===== config.mk =====
export PLATFORM = sky130hd
export DESIGN_NAME = tpzr_div
export DESIGN_NICKNAME = d
export VERILOG_FILES = /design/src/tpzr_pkg.sv /design/src/tpzr_div.sv
export SDC_FILE = /design/constraint.sdc
export NUM_CORES = 1
export LEC_CHECK = 0
export BUFFER_PORTS_ARGS = -buffer_cell sky130_fd_sc_hd__buf_4
export CORE_UTILIZATION = 55
export DETAILED_ROUTE_END_ITERATION = 6
export PLACE_DENSITY = 0.76
export SLEW_MARGIN = 5
export SYNTH_ARGS = -nofsm -noshare
export SYNTH_HDL_FRONTEND = slang
export SYNTH_SLANG_ARGS = --single-unit
export TNS_END_PERCENT = 20

===== constraint.sdc =====
create_clock -name clk -period 4.55 [get_ports clk]
set_input_delay 0.2275 -clock clk [delete_from_list [all_inputs] [get_ports clk]]
set_output_delay 0.2275 -clock clk [all_outputs]
set_load 0.02 [all_outputs]

===== src/tpzr_pkg.sv =====
package tpzr_pkg;

	// One input item and one result item.
	typedef struct packed {
		logic        func;
		logic [14:0] ring_angle;
		logic [14:0] sweep_angle;
	} in_item_t;

	typedef struct packed {
		logic [7:0] column;
		logic [6:0] row;
		logic [3:0] shade_index;
		logic [1:0] color_class;
	} out_item_t;

	// Configuration port.
	localparam int CFG_IDX_W  = 3;
	localparam int CFG_DATA_W = 15;

	localparam logic [CFG_IDX_W-1:0] CFG_ANGLE_A  = 3'd0;
	localparam logic [CFG_IDX_W-1:0] CFG_ANGLE_B  = 3'd1;
	localparam logic [CFG_IDX_W-1:0] CFG_COLUMNS  = 3'd2;
	localparam logic [CFG_IDX_W-1:0] CFG_ROWS     = 3'd3;
	localparam logic [CFG_IDX_W-1:0] CFG_MAP_LEN  = 3'd4;

	localparam logic [8:0] COLUMNS_RST = 9'd80;
	localparam logic [7:0] ROWS_RST    = 8'd24;
	localparam logic [4:0] MAP_LEN_RST = 5'd12;

	localparam int MAX_COLUMNS_DEF = 256;
	localparam int MAX_ROWS_DEF    = 128;

	// Shared unit widths.
	localparam int DEN_W  = 19;
	localparam int QUOT_W = 31;

	typedef struct packed {
		logic        start;
		logic [14:0] angle;
	} cordic_req_t;

	typedef struct packed {
		logic               done;
		logic signed [15:0] sin_v;
		logic signed [15:0] cos_v;
	} cordic_rsp_t;

	typedef struct packed {
		logic             start;
		logic [DEN_W-1:0] den;
	} div_req_t;

	typedef struct packed {
		logic              done;
		logic [QUOT_W-1:0] quot;
	} div_rsp_t;

	typedef enum logic [3:0] {
		ST_CLEAR,
		ST_IDLE,
		ST_CSTART,
		ST_CWAIT,
		ST_MUL,
		ST_DSTART,
		ST_DWAIT,
		ST_SCALE,
		ST_DIV3,
		ST_ADDR,
		ST_READ,
		ST_CMP,
		ST_EMIT
	} state_t;

	localparam logic [1:0] COLOR_DEFAULT = 2'd0;
	localparam logic [1:0] COLOR_BRIGHT  = 2'd1;
	localparam logic [1:0] COLOR_MID     = 2'd2;
	localparam logic [1:0] COLOR_SHADOW  = 2'd3;

endpackage


===== src/tpzr_div.sv =====
module tpzr_div (
	input  logic               clk,
	input  logic               arst_n,
	input  tpzr_pkg::div_req_t req,
	output tpzr_pkg::div_rsp_t rsp
);

	localparam int DW = tpzr_pkg::DEN_W;
	localparam int QW = tpzr_pkg::QUOT_W;
	localparam logic [QW-1:0] NUMER = QW'(1) << 30;

	logic          busy_q;
	logic          done_q;
	logic [4:0]    cnt_q;
	logic [QW-1:0] num_q;
	logic [DW-1:0] rem_q;
	logic [DW-1:0] den_q;

	logic [DW:0]   sh;
	logic          take;

	// Restoring division, one quotient bit a cycle.
	assign sh   = {rem_q, num_q[QW-1]};
	assign take = (sh >= {1'b0, den_q});

	always_ff @(posedge clk or negedge arst_n) begin
		if (!arst_n) begin
			busy_q <= 1'b0;
			done_q <= 1'b0;
			cnt_q  <= '0;
		end else begin
			done_q <= busy_q && !req.start && (cnt_q == 5'(QW - 1));
			if (req.start) begin
				busy_q <= 1'b1;
				cnt_q  <= '0;
			end else if (busy_q) begin
				cnt_q <= cnt_q + 5'd1;
				if (cnt_q == 5'(QW - 1)) begin
					busy_q <= 1'b0;
				end
			end
		end
	end

	always_ff @(posedge clk) begin
		if (req.start) begin
			num_q <= NUMER;
			rem_q <= '0;
			den_q <= req.den;
		end else if (busy_q) begin
			rem_q <= take ? DW'(sh - {1'b0, den_q}) : DW'(sh);
			num_q <= {num_q[QW-2:0], take};
		end
	end

	assign rsp.done = done_q;
	assign rsp.quot = num_q;

endmodule


==> flow_metrics.env <==
export IMPL_mostFrequentLayoutCell="nor2_1"
export IMPL_cpMaxStageDelayCell="fa_1"
export IMPL_final_cell_count_no_fill=589
export IMPL_start_util_pct=57.77
export IMPL_mostFrequentLayoutCells="62 x nor2_1, 55 x buf_4, 50 x dfxtp_1"
export IMPL_setup_slack_ns=1.798
export IMPL_critPathLaunchType="register"
export IMPL_worst_path_buf_inv=1
export IMPL_wirelength_um=9545
export IMPL_clk_latency_ns=0.36
export IMPL_grt_pass1_vias=3408
export IMPL_yosysTopAreaCell="dfxtp_1"
export IMPL_post_place_ws_ns=1.831
export IMPL_h_tree_depth=3
export IMPL_ys_seq_elements=76
export IMPL_layout_drive_gt1_share_pct=18.78
export IMPL_timing_final_crit_period_ns=2.752
export IMPL_finalHoldViolCount=0
export IMPL_tightestPinTransition_ns=0.9150
export IMPL_ant_nets=0
export IMPL_dp_hpwl_um=6696
export IMPL_p_leak_nw=2.294
export IMPL_netlist_top_cells_area="dfxtp_1 24%, edfxtp_1 13%, mux2i_1 7.1%"
export IMPL_antenna_cells=0
export IMPL_cts_root_buffer="clkbuf_8"
export IMPL_p_comb_share_pct=20.3
export IMPL_max_stage_delay_ns=0.42
export IMPL_via_count=3494
export IMPL_async_reset_ff_share_pct=9.211
export IMPL_status="complete, no violations"
export IMPL_wl_per_cell_um=16.21
export IMPL_maxSlewViolCount=0
export IMPL_skew_ns=0.01574
export IMPL_setup_violations=0
export IMPL_cts_sinks=76
export IMPL_cts_tree="built"
export IMPL_crit_arrival_ns=3.00
export IMPL_ys_types=67
export IMPL_drt_iter0_drc=168
export IMPL_postCtsSetupRepairBufs=0
export IMPL_cts_buffers=9
export IMPL_clk_path_buf_depth=2
export IMPL_dr_pass1_iters=4
export IMPL_end_kind="register"
export IMPL_p_int_mw=1.238
export IMPL_power_frac_seq_pct=43.4
export IMPL_hp_class="in2reg"
export IMPL_antenna_found_initial=0
export IMPL_num_io_pins=54
export IMPL_critical_path_top_delay_family="compound AO/OA/AOI/OAI gates"
export IMPL_ys_seq_area_share_pct=41.24
export IMPL_relSlewSlack_pct=38.89
export IMPL_rsz0062_at_grt="no"
export IMPL_rows=31
export IMPL_fp_dieW_um=89.75
export IMPL_core_area_um2=7331
export IMPL_drc=0
export IMPL_die_h_um=89.75
export IMPL_fin_area_um2=4836
export IMPL_placed_area_um2=4581
export IMPL_max_freq_mhz=363.3
export IMPL_clkTransAtPathRegs_ns=0.09
export IMPL_nFillCells=607
export IMPL_syn2layout_area_growth_pct=14.18
export IMPL_clkPwrFrac_pct=36.3
export IMPL_ff_latch_area_um2=1748
export IMPL_synth_avg_cell_area_um2=9.539
export IMPL_p_per_area_nw_per_um2=359.7
export IMPL_yosysWarnings=0
export IMPL_peakVddDrop_mv=0.2797
export IMPL_routabilityCongestion=0.9616
export IMPL_nets=529
export IMPL_io_buffers=53
export IMPL_crit_chain="inv_1 > ha_1 > fa_1 > nand2b_1 > a211oi_1 > o21ba_2 > o31a_4 > nor3_1 > a2111oi_2"
export IMPL_power_switching_mw=0.5011
export IMPL_grt_overflow=0
export IMPL_whs_ns=0.03272
export IMPL_tns_ns=0
export IMPL_final_period_utilization_pct=60.49
export IMPL_synth_nets=488
export IMPL_power_share_switching_pct=28.81
export IMPL_synth_ff_type="dfxtp_1"
export IMPL_dieArea_um2=8055
export IMPL_crit_fanout=17
export IMPL_synth_top_area_share_pct=23.63
export IMPL_grt_pass1_wl_um=16130
export IMPL_grtUsageTotal_pct=25.03
export IMPL_placed_cells=572
export IMPL_maxCapViolations=0
export IMPL_synth_edff_count=19
export IMPL_via_per_inst=5.932
export IMPL_path_class="reg2reg"
export IMPL_grt_max_degree=58
export IMPL_synth_area_um2=4235
export IMPL_syn_inst=444
export IMPL_multi_input_area_um2=2202
export IMPL_cp_required_ns=4.80
worst register-to-register path, delay by kind of cell (launching register included):
family                   cells  cell delay, ns
adder cells (fa/ha/maj)      2            0.65
flip-flops                   1            0.36
AND/OR/NAND/NOR              2            0.31
buffers and inverters        1            0.06
AO/OA/AOI/OAI                4            1.27
synthesized netlist by cell type, types with 3 or more instances:
cell type	n
nand3_1	16
o21a_1	4
a311oi_1	4
ha_1	21
o21ai_1	4
inv_1	24
and3_1	11
nor3b_1	3
buf_4	4
dfxtp_1	50
nor2_1	62
o21ai_0	17
nor3_1	11
nand2_1	24
a21o_1	7
nand4_1	9
edfxtp_1	19
buf_1	4
clkbuf_1	7
o2111ai_1	3
clkbuf_8	5
a211oi_1	7
buf_2	3
dfrtp_1	7
a31oi_1	6
xnor2_1	9
xor2_1	6
a21oi_1	14
mux2i_1	30
a31o_2	3
timing repair:
item / CTS / global route
gates resized for setup: 0 / 0
hold buffers: 1 / 0
setup endpoints to repair: 0 / 0
endpoints found under the hold margin: 7 / 0
metrics by stage:
step	util (%)	power [mW]
3_5_place_dp	62.49	1.113
4_1_cts	65.97	1.746
3_3_place_gp	62.49	1.105
6_report	65.97	1.739
2_1_floorplan	-	1.032
5_1_grt	65.97	1.822
flip-flops by register name (all words and copies together) (netlist names):
signal,count
rem_q,19
num_q,31
den_q,19
cnt_q,5
busy_q,1
done_q,1
metal layers:
layer | GRT usage, % | part of all wire [%]
met1 | 31.47 | 45
met2 | 40.26 | 47
met3 | 5.668 | 5.2
met4 | 12.84 | 3.2
met5 | 0 | 0
kinds of logic after synthesis:
logic type | Yosys count | share of synthesized area, %
buffers and inverters | 51 | 6.883
AND/OR/NAND/NOR | 150 | 17.02
adder cells (fa/ha/maj) | 22 | 6.676
XOR/XNOR | 15 | 3.102
multiplexers | 30 | 7.090
AO/OA/AOI/OAI | 100 | 17.99
flip-flops | 76 | 41.24
cell type report:
| type | count | share of cell area [%] |
|---|---|---|
| timing repair buffer | 56 | 8.745 |
| clock buffer | 9 | 2.561 |
| tap | 99 | 2.561 |
| sequential | 76 | 36.14 |
| inverter | 25 | 1.940 |
| clock inverter | 7 | 2.510 |
| multi-input combinational | 317 | 45.54 |
worst paths after layout:
kind	startpoint	to	slack, ns	cells past startpoint
hold / removal	req[0]	den_q[0]	0.03	1
max in group asynchronous	arst_n	busy_q	4.21	2
setup reg to reg	num_q[30]	rem_q[5]	1.80	9
min in group asynchronous	arst_n	cnt_q[2]	0.20	2
setup / recovery	num_q[30]	rem_q[5]	1.80	9
hold reg to reg	rem_q[6]	rem_q[6]	0.52	2
power by group through the flow:
stage | Sequential (mW) | Combinational (mW) | Clock [mW]
floorplan | 0.765 | 0.267 | 0
CTS | 0.755 | 0.347 | 0.644
global route | 0.760 | 0.386 | 0.676
global placement | 0.770 | 0.335 | 0
detailed placement | 0.770 | 0.343 | 0
finish | 0.755 | 0.352 | 0.632
Note: power is estimated with default switching activity, not from simulation.
