File: config.mk
export PLATFORM = sky130hd
export DESIGN_NAME = tpzr_cordic
export DESIGN_NICKNAME = d
export VERILOG_FILES = /design/src/tpzr_pkg.sv /design/src/tpzr_cordic.sv
export SDC_FILE = /design/constraint.sdc
export NUM_CORES = 1
export LEC_CHECK = 0
export BUFFER_PORTS_ARGS = -buffer_cell sky130_fd_sc_hd__buf_2
export CORE_MARGIN = 2
export CORE_UTILIZATION = 50
export DETAILED_ROUTE_END_ITERATION = 8
export GPL_TIMING_DRIVEN = 1
export PLACE_DENSITY = 0.77
export SYNTH_ARGS = -nofsm -noshare
export SYNTH_HDL_FRONTEND = slang
export SYNTH_SLANG_ARGS = --single-unit
File: constraint.sdc
create_clock -name clk -period 8 [get_ports clk]
set_input_delay 0.4 -clock clk [delete_from_list [all_inputs] [get_ports clk]]
set_output_delay 0.4 -clock clk [all_outputs]
set_load 0.02 [all_outputs]
File: src/tpzr_pkg.sv
package tpzr_pkg;

	// One input item and one result item.
	typedef struct packed {
		logic        func;
		logic [14:0] ring_angle;
		logic [14:0] sweep_angle;
	} in_item_t;

	typedef struct packed {
		logic [7:0] column;
		logic [6:0] row;
		logic [3:0] shade_index;
		logic [1:0] color_class;
	} out_item_t;

	// Configuration port.
	localparam int CFG_IDX_W  = 3;
	localparam int CFG_DATA_W = 15;

	localparam logic [CFG_IDX_W-1:0] CFG_ANGLE_A  = 3'd0;
	localparam logic [CFG_IDX_W-1:0] CFG_ANGLE_B  = 3'd1;
	localparam logic [CFG_IDX_W-1:0] CFG_COLUMNS  = 3'd2;
	localparam logic [CFG_IDX_W-1:0] CFG_ROWS     = 3'd3;
	localparam logic [CFG_IDX_W-1:0] CFG_MAP_LEN  = 3'd4;

	localparam logic [8:0] COLUMNS_RST = 9'd80;
	localparam logic [7:0] ROWS_RST    = 8'd24;
	localparam logic [4:0] MAP_LEN_RST = 5'd12;

	localparam int MAX_COLUMNS_DEF = 256;
	localparam int MAX_ROWS_DEF    = 128;

	// Shared unit widths.
	localparam int DEN_W  = 19;
	localparam int QUOT_W = 31;

	typedef struct packed {
		logic        start;
		logic [14:0] angle;
	} cordic_req_t;

	typedef struct packed {
		logic               done;
		logic signed [15:0] sin_v;
		logic signed [15:0] cos_v;
	} cordic_rsp_t;

	typedef struct packed {
		logic             start;
		logic [DEN_W-1:0] den;
	} div_req_t;

	typedef struct packed {
		logic              done;
		logic [QUOT_W-1:0] quot;
	} div_rsp_t;

	typedef enum logic [3:0] {
		ST_CLEAR,
		ST_IDLE,
		ST_CSTART,
		ST_CWAIT,
		ST_MUL,
		ST_DSTART,
		ST_DWAIT,
		ST_SCALE,
		ST_DIV3,
		ST_ADDR,
		ST_READ,
		ST_CMP,
		ST_EMIT
	} state_t;

	localparam logic [1:0] COLOR_DEFAULT = 2'd0;
	localparam logic [1:0] COLOR_BRIGHT  = 2'd1;
	localparam logic [1:0] COLOR_MID     = 2'd2;
	localparam logic [1:0] COLOR_SHADOW  = 2'd3;

endpackage

File: src/tpzr_cordic.sv
module tpzr_cordic (
	input  logic                  clk,
	input  logic                  arst_n,
	input  tpzr_pkg::cordic_req_t req,
	output tpzr_pkg::cordic_rsp_t rsp
);

	localparam int ITER = 16;
	localparam logic signed [16:0] TURN    = 17'sd25736;
	localparam logic signed [16:0] HALF    = 17'sd12868;
	localparam logic signed [16:0] QUARTER = 17'sd6434;
	localparam logic signed [16:0] THREE_Q = 17'sd19302;
	localparam logic signed [27:0] GAIN    = 28'sd10188014;

	function automatic logic signed [19:0] atan_q16(input logic [3:0] k);
		logic signed [19:0] r;
		case (k)
			4'd0:    r = 20'sd51472;
			4'd1:    r = 20'sd30385;
			4'd2:    r = 20'sd16055;
			4'd3:    r = 20'sd8150;
			4'd4:    r = 20'sd4091;
			4'd5:    r = 20'sd2047;
			4'd6:    r = 20'sd1024;
			4'd7:    r = 20'sd512;
			4'd8:    r = 20'sd256;
			4'd9:    r = 20'sd128;
			4'd10:   r = 20'sd64;
			4'd11:   r = 20'sd32;
			4'd12:   r = 20'sd16;
			4'd13:   r = 20'sd8;
			4'd14:   r = 20'sd4;
			default: r = 20'sd2;
		endcase
		return r;
	endfunction

	// Round half up to Q.14 and clamp to one.
	function automatic logic signed [15:0] to_q14(input logic signed [27:0] v);
		logic signed [27:0] r;
		r = (v + 28'sd512) >>> 10;
		if (r > 28'sd16384) begin
			r = 28'sd16384;
		end else if (r < -28'sd16384) begin
			r = -28'sd16384;
		end
		return r[15:0];
	endfunction

	logic               busy_q;
	logic               done_q;
	logic [3:0]         k_q;
	logic signed [27:0] x_q;
	logic signed [27:0] y_q;
	logic signed [19:0] z_q;
	logic               neg_q;

	logic signed [16:0] r0;
	logic signed [16:0] r1;
	logic signed [16:0] r2;
	logic               neg_d;
	logic signed [27:0] dx;
	logic signed [27:0] dy;
	logic signed [19:0] at;
	logic signed [15:0] s14;
	logic signed [15:0] c14;

	// Fold the angle into the right half plane.
	always_comb begin
		r0 = signed'({2'b00, req.angle});
		r1 = r0;
		if (r0 >= TURN) begin
			r1 = r0 - TURN;
		end
		r2 = r1;
		neg_d = 1'b0;
		if (r1 > QUARTER) begin
			if (r1 < THREE_Q) begin
				r2 = r1 - HALF;
				neg_d = 1'b1;
			end else begin
				r2 = r1 - TURN;
			end
		end
	end

	assign dx = y_q >>> k_q;
	assign dy = x_q >>> k_q;
	assign at = atan_q16(k_q);

	always_ff @(posedge clk or negedge arst_n) begin
		if (!arst_n) begin
			busy_q <= 1'b0;
			done_q <= 1'b0;
			k_q    <= '0;
		end else begin
			done_q <= busy_q && !req.start && (k_q == 4'(ITER - 1));
			if (req.start) begin
				busy_q <= 1'b1;
				k_q    <= '0;
			end else if (busy_q) begin
				k_q <= k_q + 4'd1;
				if (k_q == 4'(ITER - 1)) begin
					busy_q <= 1'b0;
				end
			end
		end
	end

	always_ff @(posedge clk) begin
		if (req.start) begin
			x_q   <= GAIN;
			y_q   <= '0;
			z_q   <= 20'(r2) <<< 4;
			neg_q <= neg_d;
		end else if (busy_q) begin
			if (!z_q[19]) begin
				x_q <= x_q - dx;
				y_q <= y_q + dy;
				z_q <= z_q - at;
			end else begin
				x_q <= x_q + dx;
				y_q <= y_q - dy;
				z_q <= z_q + at;
			end
		end
	end

	assign s14 = to_q14(y_q);
	assign c14 = to_q14(x_q);

	assign rsp.done  = done_q;
	assign rsp.sin_v = neg_q ? -s14 : s14;
	assign rsp.cos_v = neg_q ? -c14 : c14;

endmodule

==> out/results.tsv <==
metric	value	unit
status	complete, no violations	
Pre-antenna DRT Iters	5	
Clk Tree Root Cell	clkbuf_16	
Most used DFF post-synth	dfxtp_1	
Leak	6.437	nW
Resized Gates After CTS	0	
antenna violations before repair	0	
largest net degree at the start of global routing	50	
Cell Count, Final, Fillers Out	2281	
HP Class	in2async	
Worst R2R Path Depth	19	
top layer in use	met4	
clk sinks	83	
fin crit period	7.086	ns
die span in x	174.9	µm
Worst Slack Setup Final	0.9137	ns
Hold Worst Slack	0.4096	ns
Core Util, Final	53.13	%
yosys warns	0	
syn_nets	2062	
asr flop ratio synth	7.229	%
die area	30580	µm²
row count	62	
fraction of layout cells with a size suffix above 1	10.12	%
Placer Congestion	0.9861	
ANT cells	0	
Hold Buf Count CTS	1	
Nets	2015	
Synth Area per Inst	7.528	µm²
crit path launch	k_q[1]$_DFFE_PN0P_	
first-pass GRT wire length	69750	µm
crit path max fanout	49	
fin area	15250	µm²
met3 WL post-DR	3351	µm
dpl cells	2264	
Worst Skew	0.01082	ns
Mapped Area	14600	µm²
WL final	43230	µm
worst reg2reg path startpoint	k_q[1]$_DFFE_PN0P_	
post-DR vias/cell	6.437	
Worst Setup Start Kind	flop	
Hold Fails Final Rpt	0	
#FFs+latches synth	83	
I/O pins	51	
setup TNS	0	ns
Post-synth EDFFs	17	
VDD IR-drop max	0.2630	mV
met2 wire length	19890	µm
CP arrival	7.33	ns
total track usage	27.75	%
clk slew on worst S/H paths	0.07	ns
DP Area	14950	µm²
worst slew pin tran	1.193	ns
number of global-route vias before repair	13660	
Post-CTS Setup Bufs	0	
worst skew pair latency	0.37	ns
hpwl dp	32300	µm
Area Growth Syn to Fin	4.474	%
Core Area	28700	µm²
Setup WS pre-CTS	1.157	ns
Relative slew margins	19.23	%
Syn Inst Count	1939	
drt drc	0	
CTS tree	yes	
pwr dens	528.5	nW/µm²
post-route ant nets	0	
register area share after synthesis	12.75	%
total CTS buffers	9	
r2r setup slk	0.91	ns
1st-iter DRT viols	1238	
crit path kind	reg2reg	
WL/cell	18.95	µm
die height	174.9	µm
Clock Tree Buf Depth	2	
fmax	141.1	MHz
total power	8.060	mW
period utilisation layout	88.58	%
number of distinct library cells after synthesis	91	
CP Capture Type	flop	
WL met1	17740	µm
CTS H-Tree Depth	3	
max-slew violations	0	
Initial Util	50.86	%
final setup fails	0	
RSZ-0062 raised after global routing	false	
input/output buffers	50	
total grt overflow	0	
max_cap viols	0	
via count	14680	
Req. time, crit path	8.24	ns
## Yosys cell counts (15+ instances only)
library cell | instances | area share (%)
inv_1 | 72 | 1.9
nand2b_1 | 20 | 0.86
a21o_1 | 48 | 2.5
nor2_1 | 179 | 4.6
ha_1 | 102 | 8.7
xnor2_1 | 122 | 7.3
o22ai_1 | 19 | 0.81
o21ai_0 | 111 | 3.8
a211oi_1 | 30 | 1.5
a31oi_1 | 28 | 1.2
mux2_2 | 19 | 1.5
clkbuf_1 | 91 | 2.3
and2_1 | 25 | 1.1
and3_1 | 25 | 1.1
mux2i_1 | 61 | 4.2
mux4_2 | 52 | 8.0
nand3_1 | 39 | 1.3
nor2b_1 | 24 | 1.0
buf_1 | 18 | 0.46
nor3_1 | 36 | 1.2
nand4_1 | 15 | 0.64
a21oi_1 | 157 | 5.4
nand2_1 | 197 | 5.1
o21a_1 | 16 | 0.82
edfxtp_1 | 17 | 3.5
xor2_1 | 76 | 4.6
dfxtp_1 | 60 | 8.2
## worst max-delay path, cell delays in order (launching register included)
cell and delay (ns):
dfrtp_2 1.01, buf_4 0.41, mux4_2 0.41, o221ai_1 0.37, ha_1 0.24, and2_1 0.15, nor3b_1 0.62, nor2_1 0.12
xnor2_1 0.25, ha_1 0.28, a21oi_1 0.19, o21ai_0 0.15, a2111oi_0 0.68, nor3_1 0.19, o21ai_1 0.36, o21ai_0 0.22
a41oi_1 0.39, nor4_1 0.10, mux2_1 0.30, or4_1 0.49
## logic make-up (layout without fill, tap and decap cells)
| group | count (synthesis) | count (layout) | synth area share (%) |
|---|---|---|---|
| xor+xnor | 198 | 198 | 11.88 |
| simple gates | 633 | 633 | 20.74 |
| compound gates | 570 | 570 | 25.25 |
| buf+inv | 207 | 165 | 5.700 |
| mux | 143 | 143 | 14.52 |
| flops | 83 | 83 | 12.75 |
| fa+ha+maj | 105 | 105 | 9.154 |
## worst paths after layout
kind,to
min reg2reg,z_q[0]$_SDFFE_PP0P_
max,x_q[27]$_SDFFE_PP0P_
max in group asynchronous,k_q[1]$_DFFE_PN0P_
min in group clk,z_q[4]$_DFFE_PP_
max reg2reg,x_q[27]$_SDFFE_PP0P_
min,k_q[0]$_DFFE_PN0P_
## registers in the layout, indices dropped and copies added, names as in the netlist
name    flops
x_q        28
k_q         4
done_q      1
neg_q       1
busy_q      1
y_q        28
z_q        20
## per-layer routing
| layer | GRT usage, % | vias up |
|---|---|---|
| li1 | - | 7020 |
| met1 | 34.83 | 6867 |
| met2 | 46.71 | 652 |
| met3 | 3.742 | 144 |
| met4 | 13.99 | 0 |
| met5 | 0 | - |
## layout by cell type, fill, tap and decap left out, drive strengths merged, types with 11 or more instances in the layout
cell / Yosys / layout
nand2: 197 / 197
nor2: 179 / 179
a21oi: 158 / 158
xnor2: 122 / 122
o21ai: 120 / 120
ha: 102 / 102
xor2: 76 / 76
inv: 75 / 76
buf: 39 / 71
mux2i: 61 / 61
dfxtp: 60 / 60
mux4: 52 / 52
a21o: 48 / 48
nand3: 39 / 39
nor3: 37 / 37
a211oi: 31 / 31
mux2: 30 / 30
a31oi: 28 / 28
and3: 26 / 26
and2: 26 / 26
nor2b: 24 / 24
nand2b: 20 / 20
o22ai: 19 / 19
edfxtp: 17 / 17
o21a: 16 / 16
nand4: 15 / 15
or2: 14 / 14
o31ai: 13 / 13
a2111oi: 13 / 13
o211ai: 12 / 12
a22o: 12 / 12
or3: 12 / 12
and4: 11 / 11
clkbuf: 91 / 11
## cell type report
| type | count | area (µm²) |
|---|---|---|
| Clock buffer | 11 | 232.7 |
| Clock inverter | 5 | 53.80 |
| Fill cell | 2783 | 13450 |
| Inverter | 77 | 289.0 |
| Multi-Input combinational cell | 1649 | 11910 |
| Sequential cell | 83 | 1871 |
| Tap cell | 384 | 480.5 |
| Timing Repair Buffer | 72 | 417.9 |
## report_power, final
group	internal [mW]	total (mW)	switching, mW
clock	0.242	0.441	0.199
combinational	2.91	6.47	3.56
sequential	0.652	1.15	0.500
Power figures use the tool's default switching activity.
